$ cat src/rtl/urlpd_pkg.sv
// Shared types, character constants and hex helpers for the URL percent decoder.
// No dependencies; imported by every module of the decoder.
package urlpd_pkg;

    // Characters the decoder treats specially
    localparam logic [7:0] CH_PLUS  = 8'h2B;
    localparam logic [7:0] CH_PCT   = 8'h25;
    localparam logic [7:0] CH_SPACE = 8'h20;

    // Most decoded bytes one input byte can cause
    localparam int unsigned MAX_RESULTS = 3;

    // Default depth of the queue between front and back
    localparam int unsigned QUEUE_DEPTH_DEF = 2;

    // Work handed from the front to the back: up to three bytes of one input byte
    typedef struct packed {
        logic [7:0] byte0;
        logic [7:0] byte1;
        logic [7:0] byte2;
        logic [1:0] count;   // bytes kept after the limit, 0..3
        logic       last;    // input byte closed the stream
        logic       trunc;   // dropped flag after this input byte
    } urlpd_entry_t;

    // 0-9, a-f, A-F
    function automatic logic is_hex(input logic [7:0] c);
        is_hex = (c >= 8'h30 && c <= 8'h39) ||
                 (c >= 8'h61 && c <= 8'h66) ||
                 (c >= 8'h41 && c <= 8'h46);
    endfunction

    // Nibble value of a hex digit (only meaningful when is_hex holds)
    function automatic logic [3:0] hex_value(input logic [7:0] c);
        logic [7:0] v;
        if (c >= 8'h30 && c <= 8'h39) begin
            v = c - 8'h30;
        end
        else if (c >= 8'h61 && c <= 8'h66) begin
            v = c - 8'h61 + 8'd10;
        end
        else begin
            v = c - 8'h41 + 8'd10;
        end
        hex_value = v[3:0];
    endfunction

endpackage

$ cat src/rtl/urlpd_front.sv
// Front end: escape tracking, output limit and drop flag for each accepted byte.
// Depends on urlpd_pkg; produces one queue entry per byte that keeps results or ends the stream.
module urlpd_front (
    input  logic                   clk,
    input  logic                   rst_n,
    input  logic                   accept,
    input  logic [7:0]             in_byte,
    input  logic                   last_in,
    input  logic [15:0]            output_limit,
    output logic                   push,
    output urlpd_pkg::urlpd_entry_t entry
);
    import urlpd_pkg::*;

    typedef enum logic [1:0] {
        PH_IDLE  = 2'd0,
        PH_PCT   = 2'd1,
        PH_DIGIT = 2'd2
    } phase_t;

    phase_t      phase_reg, phase_next;
    logic [7:0]  held_reg, held_next;
    logic [15:0] emitted_reg, emitted_next;
    logic        dropped_reg, dropped_next;

    logic [7:0]  cand [MAX_RESULTS];
    logic [1:0]  ncand;
    logic [1:0]  room;
    logic [1:0]  keep;
    logic [15:0] gap;

    // Candidate bytes and next escape state
    always_comb
    begin
        phase_next = phase_reg;
        held_next  = held_reg;
        ncand      = 2'd0;
        for (int i = 0; i < MAX_RESULTS; i++)
        begin
            cand[i] = 8'h00;
        end

        case (phase_reg)
            PH_PCT:
            begin
                if (is_hex(in_byte))
                begin
                    held_next  = in_byte;
                    phase_next = PH_DIGIT;
                end
                else
                begin
                    phase_next = PH_IDLE;
                    cand[ncand] = CH_PCT;
                    ncand = ncand + 2'd1;
                end
            end
            PH_DIGIT:
            begin
                phase_next = PH_IDLE;
                if (is_hex(in_byte))
                begin
                    cand[ncand] = {hex_value(held_reg), hex_value(in_byte)};
                    ncand = ncand + 2'd1;
                end
                else
                begin
                    cand[ncand] = CH_PCT;
                    ncand = ncand + 2'd1;
                    cand[ncand] = held_reg;
                    ncand = ncand + 2'd1;
                end
            end
            default:
            begin
                phase_next = PH_IDLE;
            end
        endcase

        // Byte that is not consumed by the escape is handled as fresh
        if (!(phase_reg == PH_PCT && is_hex(in_byte)) &&
            !(phase_reg == PH_DIGIT && is_hex(in_byte)))
        begin
            if (in_byte == CH_PLUS)
            begin
                cand[ncand] = CH_SPACE;
                ncand = ncand + 2'd1;
            end
            else if (in_byte == CH_PCT)
            begin
                phase_next = PH_PCT;
            end
            else
            begin
                cand[ncand] = in_byte;
                ncand = ncand + 2'd1;
            end
        end

        // Stream end flushes a pending escape literally
        if (last_in)
        begin
            if (phase_next == PH_PCT)
            begin
                cand[ncand] = CH_PCT;
                ncand = ncand + 2'd1;
            end
            else if (phase_next == PH_DIGIT)
            begin
                cand[ncand] = CH_PCT;
                ncand = ncand + 2'd1;
                cand[ncand] = held_next;
                ncand = ncand + 2'd1;
            end
        end
    end

    // Room left under the limit, saturated at three
    always_comb
    begin
        gap = output_limit - emitted_reg;
        if (emitted_reg >= output_limit)
        begin
            room = 2'd0;
        end
        else if (gap >= 16'd3)
        begin
            room = 2'd3;
        end
        else
        begin
            room = gap[1:0];
        end
        keep         = (ncand < room) ? ncand : room;
        dropped_next = dropped_reg | (ncand > keep);
        emitted_next = emitted_reg + {14'd0, keep};
    end

    // Queue entry
    always_comb
    begin
        push        = accept && (keep != 2'd0 || last_in);
        entry.byte0 = cand[0];
        entry.byte1 = cand[1];
        entry.byte2 = cand[2];
        entry.count = keep;
        entry.last  = last_in;
        entry.trunc = dropped_next;
    end

    // Stream state, cleared at stream end
    always_ff @(posedge clk or negedge rst_n)
    begin
        if (!rst_n)
        begin
            phase_reg   <= PH_IDLE;
            held_reg    <= 8'h00;
            emitted_reg <= 16'd0;
            dropped_reg <= 1'b0;
        end
        else if (accept)
        begin
            if (last_in)
            begin
                phase_reg   <= PH_IDLE;
                held_reg    <= 8'h00;
                emitted_reg <= 16'd0;
                dropped_reg <= 1'b0;
            end
            else
            begin
                phase_reg   <= phase_next;
                held_reg    <= held_next;
                emitted_reg <= emitted_next;
                dropped_reg <= dropped_next;
            end
        end
    end

endmodule

$ cat src/rtl/urlpd_queue.sv
// Small register queue of decoded work between the front and the back.
// Depends on urlpd_pkg for the entry type.
module urlpd_queue #(
    parameter int unsigned DEPTH = urlpd_pkg::QUEUE_DEPTH_DEF
) (
    input  logic                    clk,
    input  logic                    rst_n,
    input  logic                    push,
    input  urlpd_pkg::urlpd_entry_t push_entry,
    input  logic                    pop,
    output logic                    full,
    output logic                    head_valid,
    output urlpd_pkg::urlpd_entry_t head_entry
);
    import urlpd_pkg::*;

    localparam int unsigned PTR_W = (DEPTH > 1) ? $clog2(DEPTH) : 1;
    localparam int unsigned CNT_W = $clog2(DEPTH + 1);
    localparam logic [PTR_W-1:0] PTR_LAST = PTR_W'(DEPTH - 1);
    localparam logic [CNT_W-1:0] CNT_FULL = CNT_W'(DEPTH);

    urlpd_entry_t     mem [DEPTH];
    logic [PTR_W-1:0] wr_ptr_reg, rd_ptr_reg;
    logic [CNT_W-1:0] count_reg, count_next;

    assign full       = (count_reg == CNT_FULL);
    assign head_valid = (count_reg != '0);
    assign head_entry = mem[rd_ptr_reg];

    // Occupancy
    always_comb
    begin
        count_next = count_reg;
        if (push && !pop)
        begin
            count_next = count_reg + CNT_W'(1);
        end
        else if (pop && !push)
        begin
            count_next = count_reg - CNT_W'(1);
        end
    end

    // Pointers and count
    always_ff @(posedge clk or negedge rst_n)
    begin
        if (!rst_n)
        begin
            wr_ptr_reg <= '0;
            rd_ptr_reg <= '0;
            count_reg  <= '0;
        end
        else
        begin
            count_reg <= count_next;
            if (push)
            begin
                wr_ptr_reg <= (wr_ptr_reg == PTR_LAST) ? '0 : wr_ptr_reg + PTR_W'(1);
            end
            if (pop)
            begin
                rd_ptr_reg <= (rd_ptr_reg == PTR_LAST) ? '0 : rd_ptr_reg + PTR_W'(1);
            end
        end
    end

    // Entry storage
    always_ff @(posedge clk)
    begin
        if (push)
        begin
            mem[wr_ptr_reg] <= push_entry;
        end
    end

endmodule

$ cat src/rtl/urlpd_back.sv
// Back end: unpacks queue entries into one result per transfer, output registered.
// Depends on urlpd_pkg for the entry type.
module urlpd_back (
    input  logic                    clk,
    input  logic                    rst_n,
    input  logic                    head_valid,
    input  urlpd_pkg::urlpd_entry_t head_entry,
    output logic                    pop,
    output logic                    result_valid,
    input  logic                    result_ready,
    output logic [7:0]              data_byte,
    output logic                    has_byte,
    output logic                    run_last,
    output logic                    stream_end,
    output logic                    truncated
);
    import urlpd_pkg::*;

    logic [1:0] idx_reg;
    logic       valid_reg;
    logic [7:0] data_reg;
    logic       has_reg, run_last_reg, end_reg, trunc_reg;

    logic       load;
    logic       bare;
    logic       final_res;
    logic [7:0] sel_byte;

    // Pick the result at the current index of the head entry
    always_comb
    begin
        case (idx_reg)
            2'd0:    sel_byte = head_entry.byte0;
            2'd1:    sel_byte = head_entry.byte1;
            2'd2:    sel_byte = head_entry.byte2;
            default: sel_byte = 8'h00;
        endcase
        bare      = (head_entry.count == 2'd0);
        final_res = bare || (idx_reg == head_entry.count - 2'd1);
        load      = head_valid && (!valid_reg || result_ready);
        pop       = load && final_res;
    end

    // Output register and index within the entry
    always_ff @(posedge clk or negedge rst_n)
    begin
        if (!rst_n)
        begin
            valid_reg <= 1'b0;
            idx_reg   <= 2'd0;
        end
        else
        begin
            if (!valid_reg || result_ready)
            begin
                valid_reg <= head_valid;
            end
            if (load)
            begin
                idx_reg <= final_res ? 2'd0 : idx_reg + 2'd1;
            end
        end
    end

    // Result payload
    always_ff @(posedge clk)
    begin
        if (load)
        begin
            data_reg     <= bare ? 8'h00 : sel_byte;
            has_reg      <= !bare;
            run_last_reg <= final_res;
            end_reg      <= final_res && head_entry.last;
            trunc_reg    <= head_entry.trunc;
        end
    end

    assign result_valid = valid_reg;
    assign data_byte    = data_reg;
    assign has_byte     = has_reg;
    assign run_last     = run_last_reg;
    assign stream_end   = end_reg;
    assign truncated    = trunc_reg;

endmodule

$ cat src/rtl/url_percent_decoder_unit.sv
// Form URL decoder: '+' to space, %XX escapes to bytes, with a per-stream output cap.
// Top level; depends on urlpd_pkg, urlpd_front, urlpd_queue and urlpd_back.
//
// One encoded byte is taken per cycle while the queue has room. Each byte yields
// zero to three decoded results; the back end drives one result per cycle from a
// registered output while result_ready holds and the queue has work, so a byte that
// yields two or three results (an escape broken by a plain byte, or a pending escape
// flushed at stream end) holds the output for one transfer per result, and the input
// stalls only once the QUEUE_DEPTH-entry queue between front and back is full. A
// result passes the queue, then the output register. output_limit (address 0,
// reset 65535) caps decoded bytes per stream; bytes past it are dropped and
// flagged on truncated. A stream end always produces at least one result.
module url_percent_decoder_unit #(
    parameter int unsigned QUEUE_DEPTH = urlpd_pkg::QUEUE_DEPTH_DEF
) (
    input  logic        clk,
    input  logic        rst_n,
    // encoded byte stream
    input  logic        item_valid,
    output logic        item_ready,
    input  logic [7:0]  in_byte,
    input  logic        last_in,
    // decoded results
    output logic        result_valid,
    input  logic        result_ready,
    output logic [7:0]  data_byte,
    output logic        has_byte,
    output logic        run_last,
    output logic        stream_end,
    output logic        truncated,
    // register port
    input  logic        psel,
    input  logic        penable,
    input  logic        pwrite,
    input  logic [2:0]  paddr,
    input  logic [31:0] pwdata,
    output logic [31:0] prdata,
    output logic        pready
);
    import urlpd_pkg::*;

    localparam logic REG_OUTPUT_LIMIT = 1'b0;

    logic [15:0]  limit_reg;
    logic         accept;
    logic         push;
    logic         pop;
    logic         full;
    logic         head_valid;
    urlpd_entry_t push_entry;
    urlpd_entry_t head_entry;

    // Register port
    assign pready = 1'b1;
    assign prdata = (paddr[2] == REG_OUTPUT_LIMIT) ? {16'd0, limit_reg} : 32'd0;

    always_ff @(posedge clk or negedge rst_n)
    begin
        if (!rst_n)
        begin
            limit_reg <= 16'hFFFF;
        end
        else if (psel && penable && pwrite && paddr[2] == REG_OUTPUT_LIMIT)
        begin
            limit_reg <= pwdata[15:0];
        end
    end

    // Input transfer when the queue has room
    assign item_ready = !full;
    assign accept     = item_valid && item_ready;

    urlpd_front u_front (
        .clk          (clk),
        .rst_n        (rst_n),
        .accept       (accept),
        .in_byte      (in_byte),
        .last_in      (last_in),
        .output_limit (limit_reg),
        .push         (push),
        .entry        (push_entry)
    );

    urlpd_queue #(
        .DEPTH (QUEUE_DEPTH)
    ) u_queue (
        .clk        (clk),
        .rst_n      (rst_n),
        .push       (push),
        .push_entry (push_entry),
        .pop        (pop),
        .full       (full),
        .head_valid (head_valid),
        .head_entry (head_entry)
    );

    urlpd_back u_back (
        .clk          (clk),
        .rst_n        (rst_n),
        .head_valid   (head_valid),
        .head_entry   (head_entry),
        .pop          (pop),
        .result_valid (result_valid),
        .result_ready (result_ready),
        .data_byte    (data_byte),
        .has_byte     (has_byte),
        .run_last     (run_last),
        .stream_end   (stream_end),
        .truncated    (truncated)
    );

endmodule
$ cat config.mk
export PLATFORM = sky130hd
export DESIGN_NAME = url_percent_decoder_unit
export DESIGN_NICKNAME = d
export VERILOG_FILES = /design/src/rtl/urlpd_pkg.sv /design/src/rtl/urlpd_front.sv /design/src/rtl/urlpd_queue.sv /design/src/rtl/urlpd_back.sv /design/src/rtl/url_percent_decoder_unit.sv
export SDC_FILE = /design/constraint.sdc
export NUM_CORES = 1
export LEC_CHECK = 0
export BUFFER_PORTS_ARGS = -buffer_cell sky130_fd_sc_hd__buf_2
export CAP_MARGIN = 20
export CORE_MARGIN = 2
export CORE_UTILIZATION = 46
export DETAILED_ROUTE_END_ITERATION = 8
export PLACE_DENSITY = 0.69
export REMOVE_ABC_BUFFERS = 1
export SLEW_MARGIN = 20
export SYNTH_ARGS = -nofsm -noshare
export SYNTH_HDL_FRONTEND = slang
export SYNTH_SLANG_ARGS = --single-unit
$ cat constraint.sdc
create_clock -name clk -period 7.6 [get_ports clk]
set_input_delay 0.38 -clock clk [delete_from_list [all_inputs] [get_ports clk]]
set_output_delay 0.38 -clock clk [all_outputs]
set_load 0.02 [all_outputs]
## Word-level counts from Yosys, hierarchy flattened

Memories as Yosys holds them, arrays and structs flattened.
Index checks and enable logic that the tools add are counted.

| word-level totals | value |
|---|---|
| memories kept | 1 |
| bits in writable memories | 56 |
| output and inout port bits | 47 |
| bits of input ports | 51 |
| logic and storage cells | 171 |
| flip-flop bits (word level) | 62 |

| operators by class | value |
|---|---|
| reductions and logical operators | 38 |
| multiplexer cells | 55 |
| add/subtract/negate cells | 21 |
| equality and inequality tests | 10 |
| $lt $le $gt $ge | 20 |
| bitwise gates (word level) | 11 |

Memory list:

| name | depth | width | rd ports | clocked after Yosys merged registers in | write ports | line | RTL |
|---|---|---|---|---|---|---|---|
| u_queue.mem | 2 | 28 | 1 | 0 | 1 | urlpd_queue.sv:22 | `urlpd_entry_t mem [DEPTH];` |

Operator list:

| kind | number |
|---|---|
| two-way mux 24 bit | 6 |
| two-way mux 8 bit | 9 |
| bitwise mux 24 bit | 2 |
| demux 8 bit (select 2 bit) | 3 |
| two-way mux 2 bit | 19 |
| two-way mux 16 bit | 2 |
| greater-or-equal comparator 8 x 7 -> 1 bit, second input constant | 3 |
| <= comparator 8 x 7 -> 1 bit, second input constant | 3 |
| case mux 8 bit (3 select lines) | 1 |
| subtractor 4 x 1 -> 4 bit, second input constant | 6 |
| AND 21 bit | 1 |
| logical AND 1 bit | 21 |
| NOT 21 bit | 1 |
| adder 16 x 2 -> 16 bit | 1 |
| adder 4 bit, second input constant | 4 |
| == test 8 x 6 -> 1 bit, second input constant | 2 |
| greater-or-equal comparator 16 bit | 1 |
| greater-or-equal comparator 16 x 2 -> 1 bit, second input constant | 1 |
| greater-or-equal comparator 8 x 6 -> 1 bit, second input constant | 2 |
| <= comparator 8 x 6 -> 1 bit, second input constant | 2 |
| two-way mux 4 bit | 4 |
| case mux 8 bit (2 select lines) | 1 |
| subtractor 16 bit | 1 |
| AND 15 bit | 1 |
| 23 further kinds | 58 |

## Longest topological paths before layout

| logic depth | value |
|---|---|
| depth in word-level cells | 24 |
| gate-level depth with buffers | 29 |
| gate-level depth less buffers | 28 |

## Hierarchy

From an unflattened synthesis, not the netlist that was laid out.

| second synthesis, totals | value |
|---|---|
| cell total of the unflattened synthesis | 727 |
| area total of the unflattened synthesis | 7,536.0 µm² |

By module, submodules not included:

| module | instances | seq. area each (µm²) | cells each | area each (µm²) |
|---|---|---|---|---|
| urlpd_front | 1 | 675.6 | 492 | 3,609.7 |
| urlpd_queue | 1 | 1,781.7 | 103 | 2,257.2 |
| url_percent_decoder_unit | 1 | 420.4 | 72 | 929.6 |
| urlpd_back | 1 | 435.4 | 60 | 739.5 |

## Worst setup path before layout

OpenSTA, ideal clock, no wires.

| path | value |
|---|---|
| path kind | input to register |
| start point | input port in_byte[0] |
| end point | memory u_queue.mem[0][0] (netlist bit), enable pin |
| path buffers | 1 |
| library setup time | 0.416 ns |
| setup slack | 2.122 ns |
| stages on the path | 20 |
| required time | 7.184 ns |
| arrival time | 5.062 ns |
| cell sequence | clkbuf_1 inv_1 ha_1 o21bai_1 a2111oi_2 nor2_1 a21oi_1 ha_1 nand2_1 o21ai_0 nand2_1 ha_1 nor2_1 o21ai_0 nand2_1 a21oi_1 ha_1 o21ai_0 o211a_4 nor2b_1 |

| between the ends | value |
|---|---|
| longest elaborated chain between the ends | 22 |
| elaborated cells between the ends (all ways) | 44 |

Ends and longest elaborated chain:

| what | line | RTL |
|---|---|---|
| start: declaration | url_percent_decoder_unit.sv:21 | `input logic [7:0] in_byte,` |
| greater-or-equal comparator 8 x 6 -> 1 bit (tied with other cells) | urlpd_pkg.sv:28 | `is_hex = (c >= 8'h30 && c <= 8'h39) \|\|` |
| logical AND 1 bit, on equally long branches | urlpd_pkg.sv:28, urlpd_pkg.sv:29 |  |
| logical OR 1 bit | urlpd_pkg.sv:28 |  |
| logical OR 1 bit | urlpd_pkg.sv:29 | `(c >= 8'h61 && c <= 8'h66) \|\|` |
| two-way mux 2 bit / two-way mux 1 bit (equally long branches) | urlpd_front.sv:61, urlpd_front.sv:46 |  |
| case mux 2 bit (2 select lines) | urlpd_front.sv:43 | `case (phase_reg)` |
| adder 2 x 1 -> 2 bit | urlpd_front.sv:87, urlpd_front.sv:96 |  |
| two-way mux 2 bit | urlpd_front.sv:89 | `else if (in_byte == CH_PCT)` |
| [... 7 more ...] | -- |  |
| less-than comparator 2 bit | urlpd_front.sv:134 | `keep = (ncand < room) ? ncand : room;` |
| two-way mux 2 bit (*) | urlpd_front.sv:134 |  |
| nonzero test 2 bit (*) | urlpd_front.sv:142 | `push = accept && (keep != 2'd0 \|\| last_in);` |
| logical OR 1 bit (*) | urlpd_front.sv:142 |  |
| logical AND 1 bit (*) | urlpd_front.sv:142 |  |
| via push | url_percent_decoder_unit.sv:46 | `logic push;` |
| two-way mux 1 bit (*) | urlpd_queue.sv:70 | `if (push)` |
| two-way mux 1 bit (implied by the code) (*) | urlpd_queue.sv:72 | `mem[wr_ptr_reg] <= push_entry;` |
| end: declaration | urlpd_queue.sv:22 |  |

The timed path passes the listed nets; every way through them passes the cells marked *.

==> results.ini <==
[status]
status=finished clean

[power]
p_per_area_nw_per_um2=320
power.share.sequential_pct=37.3
power.clock.fraction_pct=30.4
power.share.combinational_pct=32.3
power.net_switching_mw=0.952
power.share.switching_pct=35.7
cellInternalPower_mw=1.72
leakage_nw=3.42
ir_drop_v=0.000187

[routing]
ant_nets=0
drt_iter0_drc=583
post-route-drc-count=0
drt_first_pass_iters=8
routedWlPerCell_um=16.8
via_count=5808
routed_wirelength_um=17100
vias_per_cell=5.70

[yosys]
post_synth_num_cell_types=74
synthDominantAreaCellType=sky130_fd_sc_hd__edfxtp_1
netlist_instances=737
synth_enable_flop_cells=68
synthesis.yosys.warnings=0
synth_area_per_cell_um2=9.96
synth-seq-area-share_pct=45.1
top_post_synthesis_cells_by_area=sky130_fd_sc_hd__edfxtp_1, sky130_fd_sc_hd__dfrtp_1, sky130_fd_sc_hd__ha_1
mappedNetlistArea_um2=7340
ys_dominant_reg_cell=sky130_fd_sc_hd__edfxtp_1
synth_top_area_share_pct=27.8
async_flop_share_pct=42.4
ys_seq_elements=118

[layout]
nets=889
num_antenna_cells=0
drive_gt1_share_pct=17.9
final-instance-count-excl-fill=1019
layout.filler_cells=1398
number_of_flip_flops_under_the_largest_register_name=56
final_common_cell=sky130_fd_sc_hd__edfxtp_1
mostFrequentLayoutCells=sky130_fd_sc_hd__edfxtp_1, sky130_fd_sc_hd__nand2_1, sky130_fd_sc_hd__buf_2, sky130_fd_sc_hd__nor2_1, sky130_fd_sc_hd__inv_1
areaGrowthSynthToFinish_pct=13.8

[clock_tree]
post-cts-setup-buffers=0
clock-sinks=118
cts_inserted_buffers=17
number_of_h_tree_levels=4
cts.root.buffer_cell=sky130_fd_sc_hd__clkbuf_16
clock_latency_ps=430
postCtsResizedCells=0
ctsHoldBuffers=0
clock_tree_from_tritoncts=done
clk_pin_slew_worst_paths_ps=60
cts-root-to-sink-buffers=2

[sta]
clock.fmax_mhz=168
timing.final.setup_violations=0
setup_total_negative_slack_ps=0
max_slew.worst_pin.slew_ps=952
grt_setup_unrepaired=no
worst_clock_skew_ps=12.4
minimum_clock_period_ps=5960
final_max_slew_viol_count=0
crit_share_post_route_pct=78.4
final_hold_viol_count=0
hold_slack_ps=73.5
slew_headroom_pct=36.3

[grt]
global_route_overflow=0
grt_total_usage_pct=21.0
grt_first_pass_wirelength_um=27500
grt_pass1_vias=5280
pin_count_of_the_biggest_net_entering_global_routing=51
initial_antenna_violation_count=0

[worst_setup_path]
timing.critical_path.fanout_max=11
crit_arrival_ps=6220
endpoint_kind=flop
critPathLaunchType=input port
path_type_of_the_worst_setup_path=input port to flop
crit_required_ps=7860

[floorplanning]
dieArea_um2=17000
core_um2=15700
die_h_um=130
width_of_the_die_um=130
rows=46
ios=98
floorplan.initialDensity_pct=46.7

[placed_design]
buffer_ports.inserted=62
place_hpwl_um=11900
post-place-cells=987
place_congestion=0.935

[job]
max-cap-violations=0

[min_path]
holdCritPathClass=input port to async pin

## layer usage
layer,up-vias,track usage (%),share of wire [%]
met5,-,0,0
met4,0,8.86,2.8
met3,39,3.81,5.6
met2,235,31.4,46
met1,2751,30.1,46
li1,2783,-,-
## cells in the mapped netlist, drive strengths merged (19+ instances only)
cell type and n:
a21oi 48, buf 23, clkbuf 24, dfrtp 34
edfxtp 68, ha 46, inv 49, nand2 67
nand3 20, nor2 52, nor2b 30, o21ai 46
xnor2 19
## kinds of logic (layout without fill, tap and decap cells)
| group | Yosys count | after routing | share of synthesized area [%] |
|---|---|---|---|
| mux | 24 | 24 | 3.56 |
| fa+ha+maj | 48 | 48 | 8.39 |
| simple gates | 234 | 234 | 15.9 |
| xor+xnor | 25 | 25 | 2.98 |
| buf+inv | 96 | 147 | 5.95 |
| flops | 118 | 118 | 45.1 |
| compound gates | 190 | 190 | 18.0 |
| other cells | 2 | 17 | 0.102 |
## worst paths after layout
kind	startpoint	endpoint	slack, ps	depth (start not counted)
worst max-delay path	in_byte[0]	u_front.emitted_reg[11]$_DFFE_PN0P_	1640	26
worst max register to register	limit_reg[0]$_DFFE_PN1P_	u_front.emitted_reg[11]$_DFFE_PN0P_	1670	21
max in group asynchronous	rst_n	u_front.held_reg[0]$_DFFE_PN0P_	7100	2
min in group clk	pwdata[9]	limit_reg[9]$_DFFE_PN1P_	180	2
worst min register to register	u_queue.wr_ptr_reg$_DFFE_PN0P_	u_queue.wr_ptr_reg$_DFFE_PN0P_	510	1
worst min-delay path	rst_n	u_front.emitted_reg[9]$_DFFE_PN0P_	70	2
## layout make-up
class                           instances  area [µm²]  share of cell area [%]
Tap cell                              216         270                    3.24
Multi-Input combinational cell        538        3650                    43.7
Clock inverter                         14         165                    1.98
Inverter                               49         184                    2.20
Timing Repair Buffer                   66         340                    4.07
Clock buffer                           18         429                    5.14
Sequential cell                       118        3310                    39.7
## power by group through the flow
stage	Sequential, mW	Combinational, mW	Clock [mW]
after floorplan	1.02	0.586	0
after global placement	1.00	0.848	0
after global routing	1.01	0.954	0.851
after detailed placement	1.00	0.850	0
after CTS	0.995	0.859	0.824
final	0.996	0.861	0.811
## stage by stage
step	area [µm²]	util, %	power [mW]	worst slack [ps]
after global placement	7760	49.4	1.85	1380
after detailed placement	7760	49.4	1.85	1310
after CTS	8350	53.2	2.68	1700
after floorplan	7140	-	1.61	2280
final	8350	53.2	2.67	1640
after global routing	8350	53.2	2.82	1120
## worst max-delay path: stages
cell and delay [ps]:
sky130_fd_sc_hd__buf_2 250, sky130_fd_sc_hd__ha_1 250, sky130_fd_sc_hd__o21bai_1 100, sky130_fd_sc_hd__a2111oi_2 690
sky130_fd_sc_hd__nor2_1 280, sky130_fd_sc_hd__a21oi_1 320, sky130_fd_sc_hd__ha_1 280, sky130_fd_sc_hd__nand2_1 50
sky130_fd_sc_hd__o21ai_0 80, sky130_fd_sc_hd__nand2_1 210, sky130_fd_sc_hd__ha_1 260, sky130_fd_sc_hd__nor2_1 50
sky130_fd_sc_hd__o21ai_0 130, sky130_fd_sc_hd__nand2_1 70, sky130_fd_sc_hd__a21oi_1 320, sky130_fd_sc_hd__ha_1 300
sky130_fd_sc_hd__nor2_1 90, sky130_fd_sc_hd__nor2_1 50, sky130_fd_sc_hd__nor2_1 270, sky130_fd_sc_hd__ha_1 240
sky130_fd_sc_hd__a21oi_1 70, sky130_fd_sc_hd__or3_1 350, sky130_fd_sc_hd__nor3_1 690, sky130_fd_sc_hd__nand3_1 180
sky130_fd_sc_hd__xnor2_1 170, sky130_fd_sc_hd__nor2_1 60
Power figures use the tool's default switching activity.
